**config.mk**
```make
export PLATFORM = sky130hd
export DESIGN_NAME = sorted_set_table
export DESIGN_NICKNAME = d
export VERILOG_FILES = /design/src/sv/sst_pkg.sv /design/src/sv/sst_ctrl.sv /design/src/sv/sst_datapath.sv /design/src/sv/sorted_set_table.sv
export SDC_FILE = /design/constraint.sdc
export NUM_CORES = 2
export LEC_CHECK = 0
export BUFFER_PORTS_ARGS = -buffer_cell sky130_fd_sc_hd__buf_2
export CAP_MARGIN = 30
export CORE_ASPECT_RATIO = 1.25
export CORE_MARGIN = 2
export CORE_UTILIZATION = 45
export DETAILED_ROUTE_END_ITERATION = 7
export GPL_ROUTABILITY_DRIVEN = 0
export HOLD_SLACK_MARGIN = 0.15
export SLEW_MARGIN = 20
export SYNTH_ARGS = -nofsm -noshare
export SYNTH_HDL_FRONTEND = slang
export SYNTH_HIERARCHICAL = 1
export SYNTH_SLANG_ARGS = --single-unit
export TNS_END_PERCENT = 20
```
**constraint.sdc**
```tcl
create_clock -name clk_i -period 6.62 [get_ports clk_i]
set_clock_uncertainty 0.05 [all_clocks]
set_input_delay 1.324 -clock clk_i [delete_from_list [all_inputs] [get_ports clk_i]]
set_output_delay 1.324 -clock clk_i [all_outputs]
set_load 0.1 [all_outputs]
```
**src/sv/sst_pkg.sv**
```systemverilog
// sst_pkg: shared types and constants for the sorted set table.
// Used by sst_ctrl, sst_datapath and sorted_set_table; depends on nothing.
`timescale 1ns / 1ps

package sst_pkg;

  localparam int unsigned DATA_W          = 32;
  localparam int unsigned INDEX_W         = 5;
  localparam int unsigned COUNT_W         = 6;
  localparam int unsigned ACTION_W        = 2;
  localparam int unsigned STATUS_W        = 2;
  localparam int unsigned S_TDATA_W       = 40;
  localparam int unsigned M_TDATA_W       = 40;
  localparam int unsigned TABLE_DEPTH_DEF = 32;

  typedef enum logic [ACTION_W-1:0] {
    ACT_INSERT = 2'd0,
    ACT_READ   = 2'd1,
    ACT_REMOVE = 2'd2
  } action_e;

  typedef enum logic [STATUS_W-1:0] {
    ST_OK    = 2'd0,
    ST_DUP   = 2'd1,
    ST_RANGE = 2'd2,
    ST_FULL  = 2'd3
  } status_e;

  typedef enum logic [3:0] {
    S_IDLE,
    S_DISPATCH,
    S_SRCH,
    S_SRCH_CMP,
    S_INS_CHK,
    S_SHIFT,
    S_SHIFT_WR,
    S_INS_WR,
    S_RD_ISSUE,
    S_REM,
    S_REM_WR,
    S_DONE
  } state_e;

  typedef enum logic [2:0] {
    PTR_HOLD,
    PTR_ZERO,
    PTR_INC,
    PTR_DEC,
    PTR_COUNT,
    PTR_INDEX
  } ptr_op_e;

  typedef enum logic [1:0] {
    RD_PTR,
    RD_PTR_M1,
    RD_PTR_P1
  } rd_sel_e;

  typedef enum logic [1:0] {
    CNT_HOLD,
    CNT_INC,
    CNT_DEC
  } cnt_op_e;

  // controller -> datapath
  typedef struct packed {
    logic    load_item;
    ptr_op_e ptr_op;
    logic    pos_load;
    logic    rd_en;
    rd_sel_e rd_sel;
    logic    wr_en;
    logic    wr_rdata;   // 1: write read-back word, 0: write item value
    cnt_op_e cnt_op;
    logic    st_load;
    status_e st;
    logic    res_load;
  } cmd_t;

  // datapath -> controller
  typedef struct packed {
    action_e action;
    logic    ptr_lt_cnt;
    logic    ptr1_lt_cnt;
    logic    ptr_gt_pos;
    logic    idx_ge_cnt;
    logic    full;
    logic    rd_lt;
    logic    rd_eq;
    logic    out_busy;
  } stat_t;

endpackage

```
**src/sv/sst_ctrl.sv**
```systemverilog
// sst_ctrl: sequencer for insert, read and remove on the sorted table.
// Depends on sst_pkg; drives sst_datapath through cmd_t, watches stat_t.
`timescale 1ns / 1ps

module sst_ctrl
  import sst_pkg::*;
(
  input  logic  clk_i,
  input  logic  rst_ni,
  input  logic  in_valid_i,
  output logic  in_ready_o,
  input  stat_t stat_i,
  output cmd_t  cmd_o
);

  state_e state_q, state_d;

  always_ff @(posedge clk_i or negedge rst_ni) begin
    if (!rst_ni) begin
      state_q <= S_IDLE;
    end else begin
      state_q <= state_d;
    end
  end

  // next state
  always_comb begin
    state_d = state_q;
    unique case (state_q)
      S_IDLE: begin
        if (in_valid_i) state_d = S_DISPATCH;
      end
      S_DISPATCH: begin
        case (stat_i.action)
          ACT_INSERT: state_d = S_SRCH;
          ACT_READ:   state_d = stat_i.idx_ge_cnt ? S_DONE : S_RD_ISSUE;
          ACT_REMOVE: state_d = stat_i.idx_ge_cnt ? S_DONE : S_REM;
          default:    state_d = S_DONE;
        endcase
      end
      S_SRCH: begin
        state_d = stat_i.ptr_lt_cnt ? S_SRCH_CMP : S_INS_CHK;
      end
      S_SRCH_CMP: begin
        if (stat_i.rd_lt) begin
          state_d = S_SRCH;
        end else if (stat_i.rd_eq) begin
          state_d = S_DONE;
        end else begin
          state_d = S_INS_CHK;
        end
      end
      S_INS_CHK: begin
        state_d = stat_i.full ? S_DONE : S_SHIFT;
      end
      S_SHIFT: begin
        state_d = stat_i.ptr_gt_pos ? S_SHIFT_WR : S_INS_WR;
      end
      S_SHIFT_WR: state_d = S_SHIFT;
      S_INS_WR:   state_d = S_DONE;
      S_RD_ISSUE: state_d = S_DONE;
      S_REM: begin
        state_d = stat_i.ptr1_lt_cnt ? S_REM_WR : S_DONE;
      end
      S_REM_WR: state_d = S_REM;
      S_DONE: begin
        if (!stat_i.out_busy) state_d = S_IDLE;
      end
      default: state_d = S_IDLE;
    endcase
  end

  // outputs
  always_comb begin
    cmd_o      = '0;
    cmd_o.ptr_op = PTR_HOLD;
    cmd_o.rd_sel = RD_PTR;
    cmd_o.cnt_op = CNT_HOLD;
    cmd_o.st     = ST_OK;
    in_ready_o = 1'b0;
    unique case (state_q)
      S_IDLE: begin
        in_ready_o      = 1'b1;
        cmd_o.load_item = in_valid_i;
      end
      S_DISPATCH: begin
        case (stat_i.action)
          ACT_INSERT: cmd_o.ptr_op = PTR_ZERO;
          ACT_READ, ACT_REMOVE: begin
            if (stat_i.idx_ge_cnt) begin
              cmd_o.st_load = 1'b1;
              cmd_o.st      = ST_RANGE;
            end else begin
              cmd_o.ptr_op = PTR_INDEX;
            end
          end
          default: begin
            cmd_o.st_load = 1'b1;
            cmd_o.st      = ST_RANGE;
          end
        endcase
      end
      S_SRCH: begin
        cmd_o.rd_en  = stat_i.ptr_lt_cnt;
        cmd_o.rd_sel = RD_PTR;
      end
      S_SRCH_CMP: begin
        if (stat_i.rd_lt) begin
          cmd_o.ptr_op = PTR_INC;
        end else if (stat_i.rd_eq) begin
          cmd_o.st_load = 1'b1;
          cmd_o.st      = ST_DUP;
        end
      end
      S_INS_CHK: begin
        if (stat_i.full) begin
          cmd_o.st_load = 1'b1;
          cmd_o.st      = ST_FULL;
        end else begin
          cmd_o.pos_load = 1'b1;
          cmd_o.ptr_op   = PTR_COUNT;
        end
      end
      S_SHIFT: begin
        cmd_o.rd_en  = stat_i.ptr_gt_pos;
        cmd_o.rd_sel = RD_PTR_M1;
      end
      S_SHIFT_WR: begin
        cmd_o.wr_en    = 1'b1;
        cmd_o.wr_rdata = 1'b1;
        cmd_o.ptr_op   = PTR_DEC;
      end
      S_INS_WR: begin
        cmd_o.wr_en   = 1'b1;
        cmd_o.cnt_op  = CNT_INC;
        cmd_o.st_load = 1'b1;
        cmd_o.st      = ST_OK;
      end
      S_RD_ISSUE: begin
        cmd_o.rd_en   = 1'b1;
        cmd_o.rd_sel  = RD_PTR;
        cmd_o.st_load = 1'b1;
        cmd_o.st      = ST_OK;
      end
      S_REM: begin
        if (stat_i.ptr1_lt_cnt) begin
          cmd_o.rd_en  = 1'b1;
          cmd_o.rd_sel = RD_PTR_P1;
        end else begin
          cmd_o.cnt_op  = CNT_DEC;
          cmd_o.st_load = 1'b1;
          cmd_o.st      = ST_OK;
        end
      end
      S_REM_WR: begin
        cmd_o.wr_en    = 1'b1;
        cmd_o.wr_rdata = 1'b1;
        cmd_o.ptr_op   = PTR_INC;
      end
      S_DONE: begin
        cmd_o.res_load = !stat_i.out_busy;
      end
      default: ;
    endcase
  end

endmodule

```
**src/sv/sst_datapath.sv**
```systemverilog
// sst_datapath: entry memory, count, pointers, compare and result register.
// Depends on sst_pkg; commanded by sst_ctrl.
`timescale 1ns / 1ps

module sst_datapath
  import sst_pkg::*;
#(
  parameter int unsigned TABLE_DEPTH = TABLE_DEPTH_DEF
) (
  input  logic                clk_i,
  input  logic                rst_ni,
  input  cmd_t                cmd_i,
  output stat_t               stat_o,
  input  logic [ACTION_W-1:0] in_action_i,
  input  logic [DATA_W-1:0]   in_value_i,
  input  logic [INDEX_W-1:0]  in_index_i,
  input  logic                out_ready_i,
  output logic                out_valid_o,
  output logic [DATA_W-1:0]   out_read_value_o,
  output logic [COUNT_W-1:0]  out_entry_count_o,
  output logic [STATUS_W-1:0] out_status_o
);

  localparam int unsigned AW   = $clog2(TABLE_DEPTH);
  localparam int unsigned CW   = $clog2(TABLE_DEPTH + 1);
  localparam int unsigned CMPW = (CW > INDEX_W) ? CW : INDEX_W;
  localparam int unsigned EW   = (CW > COUNT_W) ? CW : COUNT_W;

  // item registers
  action_e                   action_q;
  logic signed [DATA_W-1:0]  value_q;
  logic [INDEX_W-1:0]        index_q;

  logic [CW-1:0]     count_q, ptr_q, pos_q;
  status_e           st_q;
  logic [DATA_W-1:0] mem_q [TABLE_DEPTH];
  logic [DATA_W-1:0] rdata_q;

  logic                out_valid_q;
  logic [DATA_W-1:0]   res_value_q;
  logic [COUNT_W-1:0]  res_count_q;
  status_e             res_status_q;

  logic [CMPW-1:0] idx_ext;
  logic [EW-1:0]   cnt_ext;
  logic [CW-1:0]   ptr_m1, ptr_p1, rd_ptr;
  logic [CW:0]     ptr_p1_wide;
  logic            full;
  logic            out_busy;

  assign idx_ext     = CMPW'(index_q);
  assign cnt_ext     = EW'(count_q);
  assign ptr_m1      = ptr_q - CW'(1);
  assign ptr_p1      = ptr_q + CW'(1);
  assign ptr_p1_wide = {1'b0, ptr_q} + (CW + 1)'(1);
  assign full        = (count_q == CW'(TABLE_DEPTH));
  assign out_busy    = out_valid_q && !out_ready_i;

  always_comb begin
    unique case (cmd_i.rd_sel)
      RD_PTR_M1: rd_ptr = ptr_m1;
      RD_PTR_P1: rd_ptr = ptr_p1;
      default:   rd_ptr = ptr_q;
    endcase
  end

  always_ff @(posedge clk_i) begin
    if (cmd_i.load_item) begin
      action_q <= action_e'(in_action_i);
      value_q  <= in_value_i;
      index_q  <= in_index_i;
    end
    if (cmd_i.st_load) st_q <= cmd_i.st;
    if (cmd_i.pos_load) pos_q <= ptr_q;
    case (cmd_i.ptr_op)
      PTR_ZERO:  ptr_q <= '0;
      PTR_INC:   ptr_q <= ptr_p1;
      PTR_DEC:   ptr_q <= ptr_m1;
      PTR_COUNT: ptr_q <= count_q;
      PTR_INDEX: ptr_q <= idx_ext[CW-1:0];
      default:   ;
    endcase
  end

  // entry memory: one write, one registered read
  always_ff @(posedge clk_i) begin
    if (cmd_i.wr_en) begin
      mem_q[ptr_q[AW-1:0]] <= cmd_i.wr_rdata ? rdata_q : value_q;
    end
    if (cmd_i.rd_en) begin
      rdata_q <= mem_q[rd_ptr[AW-1:0]];
    end
  end

  always_ff @(posedge clk_i or negedge rst_ni) begin
    if (!rst_ni) begin
      count_q <= '0;
    end else begin
      case (cmd_i.cnt_op)
        CNT_INC: count_q <= count_q + CW'(1);
        CNT_DEC: count_q <= count_q - CW'(1);
        default: ;
      endcase
    end
  end

  // result register
  always_ff @(posedge clk_i or negedge rst_ni) begin
    if (!rst_ni) begin
      out_valid_q <= 1'b0;
    end else if (cmd_i.res_load) begin
      out_valid_q <= 1'b1;
    end else if (out_ready_i) begin
      out_valid_q <= 1'b0;
    end
  end

  always_ff @(posedge clk_i) begin
    if (cmd_i.res_load) begin
      res_value_q  <= (st_q == ST_OK && action_q == ACT_READ) ? rdata_q : '0;
      res_count_q  <= cnt_ext[COUNT_W-1:0];
      res_status_q <= st_q;
    end
  end

  assign out_valid_o       = out_valid_q;
  assign out_read_value_o  = res_value_q;
  assign out_entry_count_o = res_count_q;
  assign out_status_o      = res_status_q;

  assign stat_o.action      = action_q;
  assign stat_o.ptr_lt_cnt  = (ptr_q < count_q);
  assign stat_o.ptr1_lt_cnt = (ptr_p1_wide < {1'b0, count_q});
  assign stat_o.ptr_gt_pos  = (ptr_q > pos_q);
  assign stat_o.idx_ge_cnt  = (idx_ext >= CMPW'(count_q));
  assign stat_o.full        = full;
  assign stat_o.rd_lt       = ($signed(rdata_q) < value_q);
  assign stat_o.rd_eq       = ($signed(rdata_q) == value_q);
  assign stat_o.out_busy    = out_busy;

  a_count_bound: assert property (@(posedge clk_i) disable iff (!rst_ni)
    count_q <= CW'(TABLE_DEPTH))
    else $error("entry count beyond table depth");

  a_inc_not_full: assert property (@(posedge clk_i) disable iff (!rst_ni)
    cmd_i.cnt_op == CNT_INC |-> !full)
    else $error("insert into full table");

  a_dec_not_empty: assert property (@(posedge clk_i) disable iff (!rst_ni)
    cmd_i.cnt_op == CNT_DEC |-> count_q != '0)
    else $error("remove from empty table");

  a_wr_in_range: assert property (@(posedge clk_i) disable iff (!rst_ni)
    cmd_i.wr_en |-> ptr_q < CW'(TABLE_DEPTH))
    else $error("write address beyond table depth");

  a_res_slot: assert property (@(posedge clk_i) disable iff (!rst_ni)
    cmd_i.res_load |-> !out_busy ##1 out_valid_q)
    else $error("result loaded over a pending word");

endmodule

```
**src/sv/sorted_set_table.sv**
```systemverilog
// sorted_set_table: top level of a sorted table of distinct signed 32-bit values.
// Time from accept to result valid grows with the entry walk: insert searches upward, a read then
// a compare per entry, then shifts entries up, a read then a write per entry; remove shifts the
// entries above the index down, a read then a write each. Reads and range errors walk no entries.
// One word in flight; the next is accepted the cycle after the result loads, even while it
// waits. Reset (async, low) empties table count and result.
`timescale 1ns / 1ps

module sorted_set_table
  import sst_pkg::*;
#(
  parameter int unsigned TABLE_DEPTH = TABLE_DEPTH_DEF
) (
  input  logic                 clk_i,
  input  logic                 rst_ni,
  // request channel
  input  logic                 s_axis_tvalid,
  output logic                 s_axis_tready,
  input  logic [S_TDATA_W-1:0] s_axis_tdata,  // [31:0] value, [36:32] index, [39:37] zero
  input  logic [ACTION_W-1:0]  s_axis_tuser,  // [1:0] action
  // result channel
  output logic                 m_axis_tvalid,
  input  logic                 m_axis_tready,
  output logic [M_TDATA_W-1:0] m_axis_tdata,  // [31:0] read_value, [37:32] entry_count,
                                              // [39:38] zero
  output logic [STATUS_W-1:0]  m_axis_tuser   // [1:0] status
);

  cmd_t  cmd;
  stat_t stat;

  logic [DATA_W-1:0]  read_value;
  logic [COUNT_W-1:0] entry_count;

  // Controller walks the table: search upward for the insert slot, then shift
  // entries up from the top; remove shifts entries down from the index.
  sst_ctrl u_ctrl (
    .clk_i      (clk_i),
    .rst_ni     (rst_ni),
    .in_valid_i (s_axis_tvalid),
    .in_ready_o (s_axis_tready),
    .stat_i     (stat),
    .cmd_o      (cmd)
  );

  sst_datapath #(
    .TABLE_DEPTH (TABLE_DEPTH)
  ) u_datapath (
    .clk_i             (clk_i),
    .rst_ni            (rst_ni),
    .cmd_i             (cmd),
    .stat_o            (stat),
    .in_action_i       (s_axis_tuser),
    .in_value_i        (s_axis_tdata[DATA_W-1:0]),
    .in_index_i        (s_axis_tdata[DATA_W+INDEX_W-1:DATA_W]),
    .out_ready_i       (m_axis_tready),
    .out_valid_o       (m_axis_tvalid),
    .out_read_value_o  (read_value),
    .out_entry_count_o (entry_count),
    .out_status_o      (m_axis_tuser)
  );

  // pack result word, zero fill to byte boundary
  assign m_axis_tdata = {(M_TDATA_W - DATA_W - COUNT_W)'(0), entry_count, read_value};

endmodule

```
==> summary.txt <==
GRT
  – Initial antenna violation count: 3
  – Vias in the first global route: 24498
  – Sum of overflow across all layers after global routing: 0
  – Global-route wire length before repair: 170.9 mm
  – Met2 track demand over resource: 39.59%
  – Combined global-route utilization of all metal layers: 22.52%
  – GR Util met1: 28.97%
  – Most Crowded Layer GR: met2
  – Largest net degree at the start of global routing: 64
  – Met3 Resource Use GR: 3.038%

Power
  – Total power divided by cell area: 463.6 mW/mm^2
  – Sequential power share: 39.4%
  – Share of total power in combinational logic: 35.2%
  – Largest vdd supply drop: 0.2998 mV
  – Cell internal pwr: 16.23 mW
  – Leakage power summed over all cells: 17.58 nW
  – Clock power frac: 25.4%
  – Switch share: 34.20%
  – Net switching power: 8.435 mW

Worst setup path
  – Category of the worst setup path launch point: flop
  – Required time at the endpoint of the critical path: 7.01 ns
  – Register-to-register setup slack: 0.44 ns
  – Worst-path maximum fanout: 13
  – Setup Crit Path Kind: reg -> reg
  – Reg2reg start: u_datapath/ptr_q[1]
  – Length in cells of the worst reg-to-reg path: 19
  – Startpoint of the worst setup timing path: u_datapath/ptr_q[1]
  – Crit path capture: u_datapath/rdata_q[17]
  – Reg2Reg Capture Point: u_datapath/rdata_q[17]
  – Data arrival time of the worst path: 6.57 ns
  – Kind of end point of the critical path: flop

Detailed routing
  – Routed vias/inst: 5.978
  – Iteration-0 DRC Markers: 2331
  – DRC violations left: 0
  – Average detailed-routed wire length per instance: 29.22 um
  – Number of detailed-routing iterations run before antenna repair: 5
  – Final ANT Viol Nets: 0
  – DR vias: 24410
  – WL final: 119.3 mm

Timing
  – Setup total negative slack: 0 ns
  – Final hold vios: 0
  – Worst slew margin relative to its limit: 32.71%
  – Number of pins exceeding their max-slew limit in the final report: 0
  – Endpoints failing setup: 0
  – Upper clock frequency limit: 161.8 MHz
  – RSZ-0062 raised after global routing: false
  – Period utilisation layout: 93.38%
  – Clock period minus worst slack: 6.182 ns
  – Actual transition at the worst max-transition pin: 1.007 ns

Logic synthesis
  – Count of flip-flops with a built-in enable after synthesis: 1149
  – Synthesized flop and latch total: 1160
  – Synth Cell Area: 0.04651 sq mm
  – Cell variety after synth: 68
  – Count of warnings emitted by yosys: 6
  – Biggest area consumer among synthesized cells: edfxtp_1
  – Share of async-settable or async-resettable flops after synthesis: 0.9483%
  – Area fraction of the dominant cell type after synthesis: 74.18%
  – Proportion of synthesized chip area in sequential cells: 74.77%
  – Cell types occupying the most area after synthesis: edfxtp_1 74%, mux4_2 7.8%, mux2i_1 4.2%, ha_1 1.9%, o22ai_1 1.4%
  – Synthesized instance count: 2493
  – Most used DFF post-synth: edfxtp_1
  – Synthesized area per cell: 18.66 sq um

Die
  – Site row count: 131
  – Die footprint: 0.1060 sq mm
  – Io pins: 90
  – Total core area: 0.1023 sq mm
  – Die width: 291.6 um
  – Vertical extent of the die: 363.4 um
  – Starting utilization of the core area: 45.48%

Layout
  – Share of final-layout standard cells stronger than drive strength 1: 22.45%
  – P&R area growth vs syn: 14.39%
  – Final #Nets: 2780
  – Antenna Cells: 0
  – Post-route core utilization: 52.02%

Clock tree
  – Root Buffer Master: clkbuf_16
  – Number of clock buffers inserted by TritonCTS: 108
  – Postcts setup bufs: 0
  – Post-cts repair resize count: 0
  – CTS Hold Bufs: 0
  – Clock tree from TritonCTS: done
  – Clock insertion delay at the later pin of the skew report: 0.72 ns
  – Register clock-pin slew on the reported worst setup and hold paths: 0.06 ns
  – Number of sinks handled by clock tree synthesis: 1160
  – H-tree levels: 3
  – Buffer levels on the longest clock path: 3

Outcome
  – Outcome: completed

Worst hold path
  – Worst hold path type: in -> async

Place
  – Detailed placer's ending HPWL: 68.62 mm
  – PortBufs: 84

Job
  – Max Cap Viol: 0
==> cells in the mapped netlist, types with 3 or more instances <==
cell type	count
edfxtp_1	1149
mux2i_1	194
mux4_2	162
nand2_1	121
o22ai_1	103
ha_1	69
a211oi_1	68
inv_1	63
buf_2	62
clkbuf_1	56
nor2_1	54
o21ai_0	50
and2_1	33
and3_1	33
nor4_1	33
a211oi_2	30
a21o_1	20
a21oi_1	18
nand2b_1	14
nor3_1	13
dfrtp_1	11
nor2b_1	9
o21a_1	9
buf_1	8
buf_4	8
xnor2_1	8
nand3_1	7
nand4_1	7
o21bai_1	6
xor2_1	6
buf_6	5
a31oi_1	4
mux2_2	4
nand3b_1	4
a22oi_1	3
a32oi_1	3
and4_1	3
nor3b_1	3
nor4b_1	3
o211ai_1	3
or2_2	3
==> per-stage QoR <==
stage          std cells  hold WS [ns]  instance area, sq um  setup slack [ns]  power (mW)
2_1_floorplan       2494        0.3775                 46520             1.422       15.61
3_3_place_gp        3874        0.4185                 49380            0.7268       18.27
3_5_place_dp        3881        0.4215                 49530            0.5519       18.51
4_1_cts             4080        0.4001                 53080            0.5175       24.75
5_1_grt             4083        0.4418                 53200           0.01191       25.69
6_report            4083        0.4319                 53200            0.4383       24.66
==> power groups by stage <==
stage          clock [mW]  combinational (mW)  sequential [mW]
3_3_place_gp            0                8.42             9.84
4_1_cts              6.36                8.68             9.71
5_1_grt              6.64                9.32             9.74
2_1_floorplan           0                5.76             9.85
3_5_place_dp            0                8.65             9.86
6_report             6.26                8.69             9.71
==> layout by cell type, fill, tap and decap left out, types with 5 or more instances in the layout <==
| cell | synthesis | final |
|---|---|---|
| o21ai_2 | 1 | 7 |
| nor2_1 | 54 | 22 |
| nor2_4 | 0 | 32 |
| mux4_2 | 162 | 162 |
| o22ai_1 | 103 | 103 |
| clkinv_2 | 0 | 15 |
| o21ai_0 | 50 | 19 |
| clkbuf_1 | 56 | 27 |
| nor4_1 | 33 | 33 |
| o21ai_1 | 1 | 13 |
| a21o_1 | 20 | 20 |
| buf_12 | 0 | 22 |
| inv_1 | 63 | 63 |
| ha_1 | 69 | 69 |
| o21a_1 | 9 | 8 |
| dfrtp_1 | 11 | 11 |
| xnor2_1 | 8 | 8 |
| a211oi_1 | 68 | 68 |
| buf_4 | 8 | 83 |
| buf_2 | 62 | 84 |
| clkinv_1 | 0 | 22 |
| edfxtp_1 | 1149 | 1149 |
| a21oi_1 | 18 | 18 |
| nand3_1 | 7 | 6 |
| o21bai_1 | 6 | 5 |
| a211oi_2 | 30 | 30 |
| nand2b_1 | 14 | 14 |
| nor3_1 | 13 | 11 |
| xor2_1 | 6 | 6 |
| o21ai_4 | 0 | 13 |
| nand4_1 | 7 | 7 |
| nor2b_1 | 9 | 9 |
| and3_1 | 33 | 32 |
| clkbuf_16 | 0 | 109 |
| nand2_1 | 121 | 121 |
| mux2i_1 | 194 | 194 |
| clkinvlp_4 | 0 | 6 |
| and2_1 | 33 | 32 |
| bufinv_16 | 0 | 14 |
==> final cells by class <==
class	instances	area [sq um]
Tap cell	1330	1664
Clock buffer	136	2829
Multi-Input combinational cell	1132	11310
Sequential cell	1160	34780
Inverter	63	236.5
Timing Repair Buffer	199	1657
Fill cell	8047	49070
Clock inverter	63	726.9
==> layer usage <==
layer	routed length (um)	vias to the layer above
li1	-	10419
met1	46790	12881
met2	61640	924
met3	7803	186
met4	3065	0
met5	0	-
==> state kept, by name, summed over array words and instances (netlist names) <==
register,flops
u_datapath/index_q,5
u_datapath/action_q,2
u_datapath/out_read_value_o,32
u_datapath/out_entry_count_o,6
u_datapath/out_valid_o,1
u_datapath/value_q,32
u_datapath/cnt_ext,6
u_datapath/st_q,2
u_datapath/rdata_q,32
u_datapath/out_status_o,2
u_ctrl/state_q,4
u_datapath/mem_q,1024
u_datapath/ptr_q,6
u_datapath/pos_q,6
==> worst max-delay path: stages, from the launching register on <==
cell	delay, ns
edfxtp_1	0.50
inv_1	0.15
ha_1	0.36
ha_1	0.29
a21boi_0	0.12
o21a_1	0.19
o21a_1	0.16
o21ai_0	0.15
nand2b_1	0.09
a211oi_1	0.56
inv_1	0.09
nor3_1	0.34
ha_1	0.45
nor3b_1	0.12
o21ai_0	0.53
and3_2	0.73
buf_12	0.26
nand2_1	0.07
and3_1	0.17
nor4_1	0.50
==> worst min-delay path by stage <==
stage                            start  depth (start not counted)                    endpoint  slack (ns)
floorplan           u_datapath/st_q[1]                          0  u_datapath/out_status_o[1]        0.38
CTS                             rst_ni                          1       u_datapath/cnt_ext[1]        0.40
global route                    rst_ni                          1       u_datapath/cnt_ext[1]        0.44
finish                          rst_ni                          1       u_datapath/cnt_ext[1]        0.43
global placement    u_datapath/st_q[1]                          0  u_datapath/out_status_o[1]        0.42
detailed placement  u_datapath/st_q[1]                          0  u_datapath/out_status_o[1]        0.42
==> kinds of logic (layout without fill, tap and decap cells) <==
| family | after synthesis | after routing | share of synthesized area, % |
|---|---|---|---|
| flip-flops | 1160 | 1160 | 74.77 |
| multiplexers | 361 | 361 | 12.14 |
| AND/OR/NAND/NOR | 350 | 350 | 3.833 |
| AO/OA/AOI/OAI | 335 | 335 | 5.141 |
| buffers and inverters | 202 | 461 | 1.942 |
| adder cells (fa/ha/maj) | 70 | 70 | 1.899 |
| XOR/XNOR | 14 | 14 | 0.2636 |
| other | 1 | 2 | 0.008062 |
Note: power is estimated with default switching activity, not from simulation.
